<file path="src/rtl/oaps_pkg.sv">
// Shared constants and types for the overlap-add pitch shifter.
`timescale 1ns / 1ps
package oaps_pkg;

  localparam int unsigned DEF_MAX_WINDOW = 8192;

  localparam int unsigned SAMPLE_W   = 16;
  localparam int unsigned COEF_W     = 15;
  localparam int unsigned COEF_IDX_W = 13;
  localparam int unsigned FILL_W     = 13;
  localparam int unsigned WIN_LEN_W  = 14;
  localparam int unsigned SHIFT_W    = 15;

  localparam logic [SAMPLE_W-1:0] SIGN_FLIP = 16'h8000;

  // Request kinds on the input channel.
  localparam logic REQ_AUDIO = 1'b0;
  localparam logic REQ_COEF  = 1'b1;

  // Configuration register indexes.
  localparam int unsigned CFG_IDX_W  = 1;
  localparam int unsigned CFG_DATA_W = 15;
  localparam logic [CFG_IDX_W-1:0] CFG_WIN_LEN   = 1'b0;
  localparam logic [CFG_IDX_W-1:0] CFG_SHIFT_LEN = 1'b1;

  localparam logic [WIN_LEN_W-1:0] WIN_LEN_RST   = 14'd1024;
  localparam logic [SHIFT_W-1:0]   SHIFT_LEN_RST = 15'd1024;

  // Control sequencer states.
  typedef enum logic [2:0] {
    ST_IDLE = 3'b001,
    ST_OUT  = 3'b010,
    ST_FIN  = 3'b100
  } state_t;

  // Status of the block engine toward the sequencer.
  typedef struct packed {
    logic busy;
    logic done;
  } eng_stat_t;

endpackage

</file>
<file path="src/rtl/oaps_blk.sv">
// Block engine: walks the window, resamples history, multiplies and writes sums and carries.
`timescale 1ns / 1ps
module oaps_blk import oaps_pkg::*; #(
  parameter int unsigned MAX_WINDOW = DEF_MAX_WINDOW
) (
  input  logic                                clk,
  input  logic                                rst_n,
  input  logic                                start,
  input  logic [$clog2(MAX_WINDOW)+1:0]       win_eff,
  input  logic [$clog2(MAX_WINDOW)+1:0]       shift_eff,
  input  logic [$clog2(2*MAX_WINDOW)-1:0]     hist_pos,
  input  logic [$clog2(2*MAX_WINDOW):0]       hist_fill,
  input  logic [$clog2(MAX_WINDOW/2):0]       carry_hi,
  input  logic [SAMPLE_W-1:0]                 hist_rdata,
  input  logic [COEF_W-1:0]                   win_rdata,
  input  logic [SAMPLE_W-1:0]                 carry_rdata,
  output logic                                rd_en,
  output logic [$clog2(2*MAX_WINDOW)-1:0]     hist_raddr,
  output logic [$clog2(MAX_WINDOW)-1:0]       win_raddr,
  output logic [$clog2(MAX_WINDOW/2)-1:0]     carry_raddr,
  output logic                                pend_we,
  output logic [$clog2(MAX_WINDOW/2)-1:0]     pend_waddr,
  output logic [SAMPLE_W-1:0]                 pend_wdata,
  output logic                                carry_we,
  output logic [$clog2(MAX_WINDOW/2)-1:0]     carry_waddr,
  output logic [SAMPLE_W-1:0]                 carry_wdata,
  output eng_stat_t                           stat
);

  localparam int unsigned AW  = $clog2(MAX_WINDOW);
  localparam int unsigned HAW = $clog2(2*MAX_WINDOW);
  localparam int unsigned PAW = $clog2(MAX_WINDOW/2);
  localparam int unsigned CW  = $clog2(MAX_WINDOW) + 2;
  localparam int unsigned HD  = 2 * MAX_WINDOW;

  logic          busy_r, act_r;
  logic [CW-1:0] x_r, off_r, rem_r;
  logic [CW-1:0] x_nxt, off_nxt, rem_nxt;
  logic [CW-1:0] half;
  logic [CW:0]   step_sum, two_w;

  logic [HAW+1:0] idx_sum, idx_wrap;
  logic           hv, cv, lo_ph;

  // Stage 1 tags travel with the RAM read.
  logic          v1_r, ph1_r, hv1_r, cv1_r;
  logic [CW-1:0] x1_r;
  // Stage 2 holds the product.
  logic                 v2_r, ph2_r;
  logic [CW-1:0]        x2_r;
  logic signed [31:0]   prod_r;
  logic [SAMPLE_W-1:0]  cin_r;

  logic signed [31:0]   prod;
  logic [16:0]          q_shift;
  logic [SAMPLE_W-1:0]  q;
  logic [CW-1:0]        cidx;

  assign half  = win_eff >> 1;
  assign two_w = {win_eff, 1'b0};

  // Running offset floor(x*S/W) kept as quotient and remainder.
  always_comb begin
    step_sum = (CW+1)'(rem_r) + (CW+1)'(shift_eff);
    x_nxt    = x_r + CW'(1);
    if (step_sum >= two_w) begin
      rem_nxt = CW'(step_sum - two_w);
      off_nxt = off_r + CW'(2);
    end else if (step_sum >= (CW+1)'(win_eff)) begin
      rem_nxt = CW'(step_sum - (CW+1)'(win_eff));
      off_nxt = off_r + CW'(1);
    end else begin
      rem_nxt = CW'(step_sum);
      off_nxt = off_r;
    end
  end

  // History address of the resampled tap, wrapped into the ring.
  always_comb begin
    idx_sum  = (HAW+2)'(hist_pos) + (HAW+2)'(HD) - (HAW+2)'(shift_eff) + (HAW+2)'(off_r);
    idx_wrap = (idx_sum >= (HAW+2)'(HD)) ? idx_sum - (HAW+2)'(HD) : idx_sum;
    hv       = ((HAW+1)'(idx_wrap) < hist_fill);
    lo_ph    = (x_r < half);
    cv       = ((CW+1)'(x_r) < (CW+1)'(carry_hi));
  end

  assign rd_en       = act_r;
  assign hist_raddr  = HAW'(idx_wrap);
  assign win_raddr   = AW'(x_r);
  assign carry_raddr = PAW'(x_r);

  // Issue counter.
  always_ff @(posedge clk) begin
    if (!rst_n) begin
      busy_r <= 1'b0;
      act_r  <= 1'b0;
    end else if (start) begin
      busy_r <= 1'b1;
      act_r  <= 1'b1;
    end else begin
      if (act_r && x_r == win_eff - CW'(1)) begin
        act_r <= 1'b0;
      end
      if (stat.done) begin
        busy_r <= 1'b0;
      end
    end
  end

  always_ff @(posedge clk) begin
    if (start) begin
      x_r   <= '0;
      off_r <= '0;
      rem_r <= '0;
    end else if (act_r) begin
      x_r   <= x_nxt;
      off_r <= off_nxt;
      rem_r <= rem_nxt;
    end
  end

  // Pipeline valids.
  always_ff @(posedge clk) begin
    if (!rst_n) begin
      v1_r <= 1'b0;
      v2_r <= 1'b0;
    end else begin
      v1_r <= act_r;
      v2_r <= v1_r;
    end
  end

  // Multiply stage: history tap times window coefficient.
  assign prod = $signed(hv1_r ? hist_rdata : SAMPLE_W'(0)) * $signed({1'b0, win_rdata});

  always_ff @(posedge clk) begin
    x1_r   <= x_r;
    ph1_r  <= lo_ph;
    hv1_r  <= hv;
    cv1_r  <= cv && lo_ph;
    x2_r   <= x1_r;
    ph2_r  <= ph1_r;
    prod_r <= prod;
    cin_r  <= cv1_r ? carry_rdata : '0;
  end

  // Divide by 32768 rounding toward zero, then write the sum or the new carry.
  always_comb begin
    q_shift = 17'(prod_r >>> 15);
    if (prod_r[31] && (prod_r[14:0] != '0)) begin
      q_shift = q_shift + 17'd1;
    end
    q    = q_shift[SAMPLE_W-1:0];
    cidx = x2_r - half;
  end

  assign pend_we     = v2_r && ph2_r;
  assign pend_waddr  = PAW'(x2_r);
  assign pend_wdata  = (cin_r + q) ^ SIGN_FLIP;
  assign carry_we    = v2_r && !ph2_r;
  assign carry_waddr = PAW'(cidx);
  assign carry_wdata = q;

  assign stat.busy = busy_r;
  assign stat.done = busy_r && !start && !act_r && !v1_r && !v2_r;

endmodule

</file>
<file path="config.mk">
export PLATFORM = sky130hd
export DESIGN_NAME = oaps_blk
export DESIGN_NICKNAME = d
export VERILOG_FILES = /design/src/rtl/oaps_pkg.sv /design/src/rtl/oaps_blk.sv
export SDC_FILE = /design/constraint.sdc
export NUM_CORES = 1
export LEC_CHECK = 0
export BUFFER_PORTS_ARGS = -buffer_cell sky130_fd_sc_hd__buf_2
export CAP_MARGIN = 5
export CORE_ASPECT_RATIO = 0.7
export CORE_MARGIN = 2
export CORE_UTILIZATION = 39
export DETAILED_ROUTE_END_ITERATION = 8
export MAX_ROUTING_LAYER = met4
export PLACE_DENSITY_LB_ADDON = 0.2
export SETUP_SLACK_MARGIN = 0.5
export SLEW_MARGIN = 30
export SYNTH_ARGS = -nofsm -noshare
export SYNTH_HDL_FRONTEND = slang
export SYNTH_SLANG_ARGS = --single-unit
</file>
<file path="constraint.sdc">
create_clock -name clk -period 7.44 [get_ports clk]
set_clock_uncertainty 0.2 [all_clocks]
set_input_delay 1.488 -clock clk [delete_from_list [all_inputs] [get_ports clk]]
set_output_delay 1.488 -clock clk [all_outputs]
set_load 0.005 [all_outputs]
</file>
==> results of run 1 <==
-- final cells by class --
class | instances | area (um2)
inverters | 430 | 1620
clock inverters | 13 | 236.5
clock buffers | 18 | 439.2
well taps | 665 | 832.0
flip-flops and latches | 125 | 2506
multi-input cells | 1656 | 15570
repair buffers | 306 | 1872
fillers | 4844 | 26520
-- placed cells by master (no fill, tap or decap), types with 27 or more instances in the layout --
cell	Yosys	final
inv_1	430	419
nor3_1	38	37
buf_2	1	205
a21oi_1	94	91
xor2_1	50	50
a211oi_1	29	27
ha_1	214	200
fa_1	265	252
nor2_1	114	113
o21ai_0	82	76
and3_1	143	131
a21o_1	46	46
nand2_1	183	180
nand3_1	28	27
dfxtp_1	125	124
buf_4	28	84
xnor2_1	90	90
-- stage by stage --
| step | util (%) | setup TNS [ps] | setup WS, ps | hold slack, ps |
|---|---|---|---|---|
| 6_report | 46.53 | 0 | 621.3 | 120.7 |
| 2_1_floorplan | - | 0 | 502.2 | 109.6 |
| 3_5_place_dp | 44.20 | -273.4 | -128.4 | 112.1 |
| 4_1_cts | 45.70 | 0 | 499.8 | 124.8 |
| 5_1_grt | 46.53 | 0 | 460.6 | 127.1 |
| 3_3_place_gp | 44.20 | 0 | 18.03 | 109.8 |
-- what timing repair did --
action	CTS	global route
setup buffers	1	16
pin swaps	3	75
gates resized for setup	14	95
endpoints found under the setup margin	4	12
-- metal layers --
metal	share of wire (%)	wire, um	vias to the layer above
met5	0	0	-
met3	7.9	4585	29
met4	0.71	412	0
li1	-	-	8005
met1	52	30510	8059
met2	39	22900	510
-- state kept, by name, indices dropped and copies added, names as in the netlist --
name / cells
hv1_r: 1
v1_r: 1
x_r: 15
off_r: 15
rem_r: 15
prod_r: 32
ph2_r: 1
rd_en: 1
x2_r: 12
v2_r: 1
x1_r: 12
ph1_r: 1
cv1_r: 1
cin_r: 16
busy_r: 1
-- synth_stat cells (5+ instances only) --
cell type / instances / area (um2)
o21bai_1: 12 / 90.09
clkbuf_1: 61 / 229.0
a21oi_1: 94 / 470.5
and2_1: 39 / 244.0
nand3b_1: 5 / 37.54
and3_1: 143 / 894.6
a21o_1: 46 / 345.3
and4_1: 5 / 43.79
inv_1: 430 / 1614
ha_1: 214 / 2678
o21a_1: 23 / 172.7
nor3b_1: 5 / 37.54
o31ai_1: 8 / 60.06
or3_1: 14 / 87.58
buf_4: 28 / 210.2
a211o_1: 7 / 61.31
a31oi_1: 9 / 56.30
nand2b_1: 14 / 87.58
nor3_1: 38 / 190.2
nor4_1: 12 / 75.07
xnor2_1: 90 / 788.3
a211oi_1: 29 / 217.7
nand3_1: 28 / 140.1
fa_1: 265 / 5305
a21boi_0: 6 / 45.04
or4_1: 5 / 37.54
xor2_1: 50 / 437.9
nor2_1: 114 / 427.9
o211ai_1: 11 / 82.58
o2111ai_1: 6 / 52.55
a31o_2: 6 / 52.55
o41ai_1: 5 / 43.79
nand2_1: 183 / 686.9
dfxtp_1: 125 / 2502
nand4_1: 10 / 62.56
o21ai_0: 82 / 410.4
mux2_2: 11 / 123.9
nor2b_1: 14 / 87.58
-- path summary, 6_finish.rpt --
check	start	to	slack [ps]	cells after the start
max	hist_rdata[7]	prod_r[31]	620	20
min reg2reg	x1_r[5]	x2_r[5]	120	0
min	x1_r[5]	x2_r[5]	120	0
max reg2reg	hv1_r	prod_r[31]	970	19
-- kinds of logic after synthesis --
kind of cell	after synthesis	share of synthesized area, %
buffers and inverters	524	10.55
flip-flops	125	12.69
AO/OA/AOI/OAI	382	12.86
AND/OR/NAND/NOR	641	16.44
XOR/XNOR	140	6.216
adder cells (fa/ha/maj)	479	40.47
multiplexers	14	0.7802
-- worst register-to-register path: stages, from the launching register on --
cell and delay (ps):
dfxtp_4 660, buf_4 380, and3_1 210, fa_1 440
fa_1 620, fa_1 490, fa_1 500, fa_1 560
inv_1 50, fa_1 490, inv_2 50, ha_4 280
and4_4 240, and2_4 170, nand4b_1 160, a31oi_2 290
a21oi_2 110, o2111ai_2 220, a21oi_2 80, xnor2_1 120
==> reports/metrics.cfg, run 1 <==
[setup_path]
worstPathRequired_ps=7560
path_class=in2reg
endpoint_kind=register
crit_buf_inv=4
path_delay_family=adder cells
cp_cell_sequence=buf_4, buf_4, and3_1, fa_1, fa_1, fa_1, fa_1, fa_1, inv_1, fa_1, inv_2, ha_4, and4_4, and2_4, nand4b_1, a31oi_2, a21oi_2, o2111ai_2, a21oi_2, xnor2_1
cp_max_fo=5
crit_top_cell=fa_1
arrival_ps=6940
start_kind=primary input
slowest_stage=fa_1
critPathMaxStageDelay_ps=620

[global_route]
gr-usage-met3_pct=5.276
grt_pass1_vias=16330
globalRouteMet1Util_pct=35.26
grt_pass1_wl_um=91500
grt_usage_pct=23.06
antenna_found_initial=1
grt.overflow.total=0
grt-busiest-layer=met1
met2_usage_pct=30.80
grt_max_degree=49

[routing]
drt_iter0_markers=1063
drt-total-wl_um=58410
vias_per_cell=5.167
post_drt_wl_per_cell_um=18.18
dr.pass1.iters=5
post-route-drc-count=0
drtAntennaViolNets=0
vias=16600

[floorplanning]
die_h_um=192.2
initial_core_util_pct=39.77
fp.coreArea_um2=49600
die-area_um2=52420
io_pins=222
die_w_um=272.8
std_cell_rows=68

[yosys]
synth.distinct_cells=73
synth-seq-area-share_pct=12.69
syn_area_per_cell_um2=8.558
yosys_warnings=0
syn_nets=2906
synth_seq_cells=125
ys.flop_type=dfxtp_1
async_reset_ff_share_pct=0
synth-edff-count=0
mappedNetlistArea_um2=19730
synthesis.instances=2305

[place]
dp.final_hpwl_um=48870
placed_area_um2=21930
place_inst=3165
port_buffers=221
routabilityCongestion=1.031

[timing]
final.min_clock_period_ps=6819
finalSetupViolations=0
worst_pin_slew_ps=902.6
fin_crit_sh_pct=91.65
fmax_ghz=0.1467
drv_slew=0
maxSlewHeadroom_pct=39.04
rsz0062_at_grt=yes
hold_viol_final=0

[flow_run]
cap_violations=0

[clock_tree]
cts_hold_buffers=0
numCtsBuffers=17
htreeDepth=4
cts_root_buffer=clkbuf_16
cts.path.max_buffers=2
clkTransAtPathRegs_ps=70
insertion_delay_ps=450
cts_tree=built
clock-sinks=125

[hold_path]
min_path_type=reg2reg

[cells_and_area]
n_antenna_cell=0
nNetsFinal=3137
area_growth_pct=17.00
drive_above_1_share_pct=17.86
finalNonFillerCells=3213
finalInstanceArea_um2=23080

[status]
status=complete, no violations

Power of run 1 is left out: the tool's default activity adds up to more than one toggle a clock period on the data nets, which glitch-free logic cannot reach.
==> run 2: changes to the inputs <==
--- a/config.mk
+++ b/config.mk
@@ -13,6 +13,7 @@
 export DETAILED_ROUTE_END_ITERATION = 8
 export MAX_ROUTING_LAYER = met4
 export PLACE_DENSITY_LB_ADDON = 0.2
+export RECOVER_POWER = 25
 export SETUP_SLACK_MARGIN = 0.5
 export SLEW_MARGIN = 30
 export SYNTH_ARGS = -nofsm -noshare
==> reports/metrics.cfg, run 2 (synthesized netlist as in run 1, its figures left out) <==
[status]
status=finished with violations
violations=capacitance limit, slew limit

[routing]
dr.pass1.iters=5  ; unchanged
post-route-drc-count=0  ; unchanged
drtAntennaViolNets=0  ; unchanged
drt-total-wl_um=58350  ; about the same
drt_iter0_markers=1081  ; +1.7%
vias_per_cell=5.184  ; +0.32%
vias=16660  ; +0.32%
post_drt_wl_per_cell_um=18.16  ; about the same

[clock_tree]
cts_hold_buffers=0  ; unchanged
clock-sinks=125  ; unchanged
numCtsBuffers=17  ; unchanged
cts_root_buffer=clkbuf_16
clkTransAtPathRegs_ps=70  ; about the same
cts.path.max_buffers=2  ; unchanged
cts_tree=built
htreeDepth=4  ; unchanged
insertion_delay_ps=450  ; about the same

[setup_path]
crit_buf_inv=4  ; unchanged
path_delay_family=adder cells
critPathMaxStageDelay_ps=620  ; about the same
start_kind=primary input
path_class=in2reg
cp_max_fo=5  ; unchanged
arrival_ps=6950  ; about the same
crit_top_cell=fa_1
slowest_stage=fa_1
endpoint_kind=register
cp_cell_sequence=buf_4, buf_4, and3_1, fa_1, fa_1, fa_1, fa_1, fa_1, inv_1, fa_1, inv_2, ha_4, and4_4, and2_4, nand4b_1, a31oi_2, a21oi_2, o2111ai_2, a21oi_2, xnor2_1
worstPathRequired_ps=7560  ; about the same

[global_route]
grt_max_degree=49  ; unchanged
antenna_found_initial=1  ; unchanged
grt_pass1_wl_um=91500  ; unchanged
grt.overflow.total=0  ; unchanged
grt_pass1_vias=16330  ; unchanged
grt_usage_pct=23.06  ; unchanged

[cells_and_area]
nFillCells=4847  ; +0.062%
regArea_um2=2506  ; unchanged
area_growth_pct=16.97  ; about the same
n_antenna_cell=0  ; unchanged
nNetsFinal=3137  ; unchanged
layout_commonest_cell=inv_1
drive_above_1_share_pct=17.74  ; -0.12 points
multi_input_area_um2=15570  ; unchanged
regMostFlops=prod_r
largestRegisters=prod_r x32, cin_r x16
largest_reg_flops=32  ; unchanged
utilization_pct=46.51  ; about the same
final_cell_mix=419 x inv_1, 252 x fa_1, 203 x buf_2

[floorplanning]
die_h_um=192.2  ; unchanged
die-area_um2=52420  ; unchanged
io_pins=222  ; unchanged
fp.coreArea_um2=49600  ; unchanged
die_w_um=272.8  ; unchanged
initial_core_util_pct=39.77  ; unchanged
std_cell_rows=68  ; unchanged

[timing]
worst_pin_slew_ps=2439  ; +1536 ps
fin_crit_sh_pct=91.81  ; +0.16 points
finalSetupViolations=0  ; unchanged
final.min_clock_period_ps=6831  ; +12.06 ps
fmax_ghz=0.1464  ; -0.18%
drv_slew=49  ; +49
maxSlewHeadroom_pct=-62.58  ; -100 points
rsz0062_at_grt=yes
hold_viol_final=0  ; unchanged

[flow_run]
cap_violations=1  ; +1

[place]
routabilityCongestion=1.031  ; unchanged
port_buffers=221  ; unchanged
dp.final_hpwl_um=48870  ; unchanged

[hold_path]
min_path_type=reg2reg

==> run 2: changes by cell type in the layout (fill, tap and decap cells not counted) <==
cell / delta
clkbuf_1: +3
and2_1: -6
buf_4: -1
buf_2: -2
and2_0: +6
==> run 2: stage by stage <==
step / TNS [ps] / instance area [um2] / cells / hold slack (ps) / worst slack (ps)
floorplan: 0 / 19970 / 2305 / 109.6 / 502.2
global placement: 0 / 21930 / 3165 / 109.8 / 18.03
detailed placement: -273.4 / 21930 / 3165 / 112.1 / -128.4
CTS: 0 / 22670 / 3197 / 124.8 / 499.8
global route: 0 / 23070 / 3213 / 127.1 / 460.6
finish: 0 / 23070 / 3213 / 121.5 / 609.3
==> run 2: cell type report <==
class                      instances  share of cell area [%]
sequential                       125                   10.86
tap                              665                   3.606
timing repair buffer             306                   8.086
inverter                         430                   7.023
clock buffer                      18                   1.903
multi-input combinational       1656                   67.49
clock inverter                    13                   1.025
==> run 2: repair_timing <==
action	4_1_cts	5_1_grt
pin swaps	3	75
endpoints found under the setup margin	4	12
resized for setup	14	95
buffers inserted	1	16
==> run 2: worst paths after layout <==
path	startpoint	to	slack [ps]	cells past startpoint
setup reg to reg	hv1_r	prod_r[31]	960	19
hold / removal	x1_r[5]	x2_r[5]	120	0
hold reg to reg	x1_r[5]	x2_r[5]	120	0
setup / recovery	hist_rdata[7]	prod_r[31]	610	20
==> run 2: layer usage <==
metal  GRT usage, %  routed length (um)  up-vias
li1               -                   -     8002
met1          35.26               30510     8098
met2          30.80               22990      525
met3          5.276                4463       31
met4          3.571                 391        0
met5              -                   0        -
==> run 2: worst register-to-register path, cell delays in order, from the launching register on <==
cell	delay (ps)
dfxtp_4	660
buf_4	380
and3_1	210
fa_1	440
fa_1	620
fa_1	490
fa_1	500
fa_1	560
inv_1	50
fa_1	490
inv_2	50
ha_4	280
and4_4	240
and2_4	170
nand4b_1	160
a31oi_2	310
a21oi_2	120
o2111ai_2	220
a21oi_2	80
xnor2_1	120
Power of run 2 is left out for the same reason.
